## src/rtl/core/nrt_pkg.sv

```systemverilog
// package for the named region table: sizes, codes and shared types
`default_nettype none
package nrt_pkg;
  localparam int SLOTS = 64;
  localparam int NAME_BYTES = 8;
  localparam int IDX_W = $clog2(SLOTS);
  localparam int HW_W = $clog2(SLOTS + 1);
  localparam logic [15:0] DEFAULT_BUDGET = 16'd4096;

  localparam logic [2:0] KIND_ADD = 3'd0;
  localparam logic [2:0] KIND_REMOVE = 3'd1;
  localparam logic [2:0] KIND_FIND = 3'd2;
  localparam logic [2:0] KIND_BEGIN = 3'd3;
  localparam logic [2:0] KIND_NEXT = 3'd4;

  typedef struct packed {
    logic live;
    logic [63:0] name;
    logic [63:0] rect;
  } entry_t;

  typedef struct packed {
    logic       wr;
    logic       kill;
    logic [63:0] name;
    logic [63:0] rect;
  } cell_ctl_t;

  function automatic logic [63:0] norm_name(input logic [63:0] key);
    logic [63:0] r;
    logic stop;
    r = '0;
    stop = 1'b0;
    for (int i = 0; i < NAME_BYTES; i++) begin
      if (key[8*i +: 8] == 8'd0) stop = 1'b1;
      if (!stop) r[8*i +: 8] = key[8*i +: 8];
    end
    return r;
  endfunction

  function automatic logic [3:0] key_length(input logic [63:0] key);
    logic [3:0] n;
    logic stop;
    n = '0;
    stop = 1'b0;
    for (int i = 0; i < NAME_BYTES; i++) begin
      if (key[8*i +: 8] == 8'd0) stop = 1'b1;
      if (!stop) n = n + 4'd1;
    end
    return n;
  endfunction
endpackage
`default_nettype wire

```

## src/rtl/core/nrt_cell.sv

```systemverilog
// one table cell: holds an entry and passes the entry of its neighbor along the ring
`default_nettype none
module nrt_cell import nrt_pkg::*; (
  input  wire logic   clk,
  input  wire logic   rst,
  input  wire logic   shift,
  input  wire logic   at_head,
  input  wire cell_ctl_t ctl,
  input  wire entry_t prev,
  output entry_t      cur
);
  logic [63:0] ent_name, ent_rect;
  logic live;
  always_ff @(posedge clk) begin
    if (rst) begin
      live <= 1'b0;
    end else if (at_head && ctl.wr) begin
      live <= 1'b1;
    end else if (at_head && ctl.kill) begin
      live <= 1'b0;
    end else if (shift) begin
      live <= prev.live;
    end
  end
  always_ff @(posedge clk) begin
    if (at_head && ctl.wr) begin
      ent_name <= ctl.name;
      ent_rect <= ctl.rect;
    end else if (shift) begin
      ent_name <= prev.name;
      ent_rect <= prev.rect;
    end
  end
  assign cur = '{live: live, name: ent_name, rect: ent_rect};
endmodule
`default_nettype wire

```

## src/rtl/core/nrt_ring.sv

```systemverilog
// ring of cells rotating once per scan; the head cell is read and written
`default_nettype none
module nrt_ring import nrt_pkg::*; (
  input  wire logic      clk,
  input  wire logic      rst,
  input  wire logic      shift,
  input  wire cell_ctl_t ctl,
  output entry_t         head
);
  entry_t c [SLOTS];
  for (genvar i = 0; i < SLOTS; i++) begin : g_cell
    nrt_cell u_cell (
      .clk(clk), .rst(rst), .shift(shift), .at_head(i == 0), .ctl(ctl),
      .prev(c[(i + 1) % SLOTS]), .cur(c[i])
    );
  end
  assign head = c[0];
endmodule
`default_nettype wire

```

## config.mk

```make
export PLATFORM = sky130hd
export DESIGN_NAME = nrt_ring
export DESIGN_NICKNAME = d
export VERILOG_FILES = /design/src/rtl/core/nrt_pkg.sv /design/src/rtl/core/nrt_cell.sv /design/src/rtl/core/nrt_ring.sv
export SDC_FILE = /design/constraint.sdc
export NUM_CORES = 2
export LEC_CHECK = 0
export ABC_AREA = 1
export BUFFER_PORTS_ARGS = -buffer_cell sky130_fd_sc_hd__buf_2
export CAP_MARGIN = 10
export CORE_UTILIZATION = 41
export DETAILED_ROUTE_END_ITERATION = 6
export GPL_TIMING_DRIVEN = 1
export SLEW_MARGIN = 20
export SYNTH_ARGS = -nofsm -noshare
export SYNTH_HDL_FRONTEND = slang
export SYNTH_SLANG_ARGS = --single-unit
```

## constraint.sdc

```tcl
create_clock -name clk -period 4 [get_ports clk]
set_input_delay 0.8 -clock clk [delete_from_list [all_inputs] [get_ports clk]]
set_output_delay 0.8 -clock clk [all_outputs]
set_load 0.03 [all_outputs]
```

Word level (Yosys, flattened, before mapping). Cells that the tools add are included.

Input port bits: 133. Output and inout port bits: 129. Register bits after elaboration: 8256.

Reduce and logical (&&, ||, !) cells: 2. Multiplexer cells: 7.

Operator list (number): 64-bit 2-to-1 mux (4); 1-bit 2-to-1 mux (3); 3-bit nonzero test (1); 2-bit nonzero test (1).

Longest topological paths before layout.
Depth after elaboration: 3. Depth in mapped cells: 6. Mapped depth without buffers: 5.

By module. Synthesis repeated with hierarchy kept, for this count alone.

Cell total of the unflattened synthesis: 36226. Area total of the unflattened synthesis: 365958.5 um^2.

Modules (own cells, without submodules): nrt_cell (cells an instance 566, area each 5718.0 um^2, instances 64, sequential area each 3863.7 um^2); nrt_ring (cells an instance 2, area each 7.5 um^2, instances 1, sequential area each 0.0 um^2).

Least setup slack after synthesis. OpenSTA, ideal clock, no wires.

Path type: input port to flip-flop. From: input port shift. To: register g_cell[0].u_cell.ent_name[0] (enable). Path buffers: 1. Path slack: -0.295 ns. Required time: 3.506 ns. Cell stages on the path: 3. Library setup time: 0.494 ns. Data arrival time: 3.801 ns. Cell sequence: buf_4 inv_4 nand2_1.

Cells in the longest elaborated chain, start to end: 1.

RTL lines: from (decl) (line nrt_ring.sv:6) `input wire logic shift,`; 2-bit nonzero test (no line); to (signal assigned) (line nrt_cell.sv:27) `ent_name <= ctl.name;`; to (signal assigned) (line nrt_cell.sv:30) `ent_name <= prev.name;`; to (decl) (line nrt_cell.sv:12) `logic [63:0] ent_name, ent_rect;`.

Every way passes these cells. A chain may end at the register's enable or synchronous reset.

Final worst setup path.
From: register g_cell[0].u_cell.ent_rect[21]. To: output port head[21] (netlist name).

RTL lines: from (decl) (line nrt_cell.sv:12); from (signal assigned) (line nrt_cell.sv:28) `ent_rect <= ctl.rect;`; from (signal assigned) (line nrt_cell.sv:31) `ent_rect <= prev.rect;`; to (decl) (line nrt_ring.sv:8) `output entry_t head`.

No word-level cell between the ends.

==> flow_metrics.py <==
metrics = {
    "sta": {
        "worstMarginPinSlew_ps": 1060,
        "setup_violations": 0,
        "tns_ps": 0,
        "finClkSkew_ps": 88.7,
        "finalCritPeriodShare_pct": 72.7,
        "max_freq_mhz": 344,
        "slew_headroom_pct": 29.1,
        "rsz0062_at_grt": "no",
        "hold_viol_final": 0,
        "period_minus_slack_ps": 2910,
        "drv_slew": 0,
    },
    "cts": {
        "cts_num_sinks": 8256,
        "cts_buffers": 775,
        "clk_pin_slew_worst_paths_ps": 60,
        "htree_levels": 6,
        "clk_root_buffer_cell": "clkbuf_16",
        "cts_setup_buffers": 0,
        "insertion_delay_ps": 1090,
        "cts_buffer_depth": 4,
        "cts_tree": "yes",
    },
    "setup_path": {
        "cp_slowest_cell": "edfxtp_1",
        "critPathArrivalTime_ps": 2110,
        "critPathBufInv": 1,
        "crit_path_end_kind": "output port",
        "criticalPathCategory": "flip-flop to output port",
        "worst-endpoint-required_ps": 3200,
        "startpoint_type": "flip-flop",
        "path_max_fanout": 3,
        "crit_chain": "buf_2",
        "critPathMaxStageDelay_ps": 750,
        "crit_family": "flip-flops",
    },
    "power": {
        "vdd_drop_max_uv": 451,
        "power_density_mw_per_mm2": 609,
        "fin_total_pwr_mw": 177,
        "p_leak_nw": 97.1,
    },
    "worst_hold_path": {
        "hold_path.class": "primary input to flip-flop",
    },
    "routing": {
        "final_antenna_net_count": 0,
        "wl_per_cell_um": 16.6,
        "dr.pass1.iters": 7,
        "drc": 0,
        "wirelength_mm": 313,
        "drtIter0Drc": 7233,
        "vias": 83600,
        "vias_per_cell": 4.43,
    },
    "synth": {
        "async_flop_share_pct": 0,
        "synth_flop_cell": "edfxtp_1",
        "synthesis.nets": 9148,
        "synthTopCellsByArea": "edfxtp_1, nand2_1, dfxtp_1, buf_4, a21oi_1",
        "yosysMostFrequentCell": "edfxtp_1",
        "yosysTopAreaCellShare_pct": 98.1,
        "seq_area_frac_synth_pct": 98.6,
        "synth_warnings": 0,
        "syn-cell-area_sq_mm": 0.251,
        "synthTopCellsByCount": "edfxtp_1, nand2_1, buf_4, a21oi_1, dfxtp_1",
        "avgSynthCellArea_sq_um": 27.8,
        "ys_ff_latch": 8256,
        "synthCells": 9015,
        "synth.distinct_cells": 11,
        "yosysTopAreaCell": "edfxtp_1",
        "synth-edff-count": 8192,
    },
    "global_route": {
        "grt_max_degree": 195,
        "grt_pass1_wl_mm": 506,
        "gr-usage-all-layers_pct": 10.2,
        "grt-ovfl-total": 0,
        "grt_pass1_vias": 84500,
        "antenna_found_initial": 11,
    },
    "floorplanning": {
        "die_h_um": 784,
        "core_area_sq_mm": 0.608,
        "die_area_sq_mm": 0.615,
        "rows": 286,
        "initial_core_util_pct": 41.3,
        "fp.dieW_um": 784,
        "io_pins": 262,
    },
    "cells_and_area": {
        "fill_cells": 47700,
        "layout.nets": 10300,
        "multi_input_area_sq_mm": 0.00227,
        "seqCellArea_sq_mm": 0.247,
        "layout-drive-gt1-share_pct": 14.2,
        "syn2layout_area_growth_pct": 15.5,
    },
    "place": {
        "port_buffers": 261,
        "hpwl_mm": 141,
        "gp_congestion": 0.718,
    },
    "run_status": {
        "status": "finished, final reports clean",
    },
    "flow_run": {
        "maxCapViolCount": 0,
    },
}
## stage by stage
| stage | utilization (%) | instance area (sq um) | cells | worst slack, ps | hold slack [ps] |
|---|---|---|---|---|---|
| 3_5_place_dp | 43.3 | 263000 | 17300 | 909 | 405 |
| 2_1_floorplan | - | 251000 | 9015 | 1010 | 400 |
| 4_1_cts | 47.6 | 290000 | 18900 | 825 | 64.4 |
| 5_1_grt | 47.6 | 290000 | 18900 | 910 | 106 |
| 6_report | 47.6 | 290000 | 18900 | 1090 | 199 |
| 3_3_place_gp | 43.3 | 263000 | 17300 | 962 | 400 |
## layer usage
| layer | global-route usage (%) | up-vias | routed length [um] |
|---|---|---|---|
| met5 | 0 | - | 0 |
| met4 | 3.27 | 0 | 8650 |
| met3 | 2.11 | 644 | 14000 |
| met2 | 13.8 | 1356 | 134000 |
| met1 | 16.4 | 43300 | 156000 |
| li1 | - | 38300 | - |
## layout by cell type (no fill, tap or decap), drive strengths merged
| master | n |
|---|---|
| dlygate4sd3 | 127 |
| a21oi | 64 |
| nand2 | 513 |
| clkinv | 361 |
| inv | 35 |
| buf | 435 |
| diode | 3 |
| clkbuf | 931 |
| dfxtp | 64 |
| nor2 | 3 |
| clkinvlp | 19 |
| bufinv | 69 |
| edfxtp | 8192 |
## repair_timing
action                                 4_1_cts  5_1_grt
resized for setup                            0        0
hold buffers                               127        0
endpoints found under the hold margin      127        0
## power by group
group          switching (mW)  internal, mW
logic                    2.03         0.461
clock network            31.3          40.6
registers                1.50           101
## registers in the layout (all words and copies together), names as in the netlist
name	cells
g_cell.u_cell.ent_name	4096
g_cell.u_cell.live	64
g_cell.u_cell.ent_rect	4096
## final timing paths
path                                                     start                             end  slack, ps  depth (start not counted)
worst max-delay path             g_cell[0].u_cell.ent_rect[21]                        head[21]       1090                          1
worst min register to register  g_cell[14].u_cell.ent_rect[21]  g_cell[13].u_cell.ent_rect[21]        330                          0
worst max register to register   g_cell[0].u_cell.ent_rect[21]  g_cell[63].u_cell.ent_rect[21]       3000                          0
worst min-delay path                                   ctl[73]    g_cell[0].u_cell.ent_name[9]        200                          3
## area by class of cell
class | count | share of cell area [%]
flip-flops and latches | 8256 | 85.4
inverters | 2 | 0.00605
diodes | 3 | 0.00259
repair buffers | 563 | 1.66
clock inverters | 482 | 1.79
multi-input cells | 580 | 0.785
clock buffers | 930 | 6.92
well taps | 8064 | 3.48
## cells by family (layout without fill, tap and decap cells)
kind of cell / count (synthesis) / count (layout) / synth area share (%)
flip-flops: 8256 / 8256 / 98.6
AO/OA/AOI/OAI: 64 / 64 / 0.128
AND/OR/NAND/NOR: 516 / 516 / 0.772
buffers and inverters: 179 / 1977 / 0.501
other: 0 / 3 / 0
Note: power is estimated with default switching activity, not from simulation.
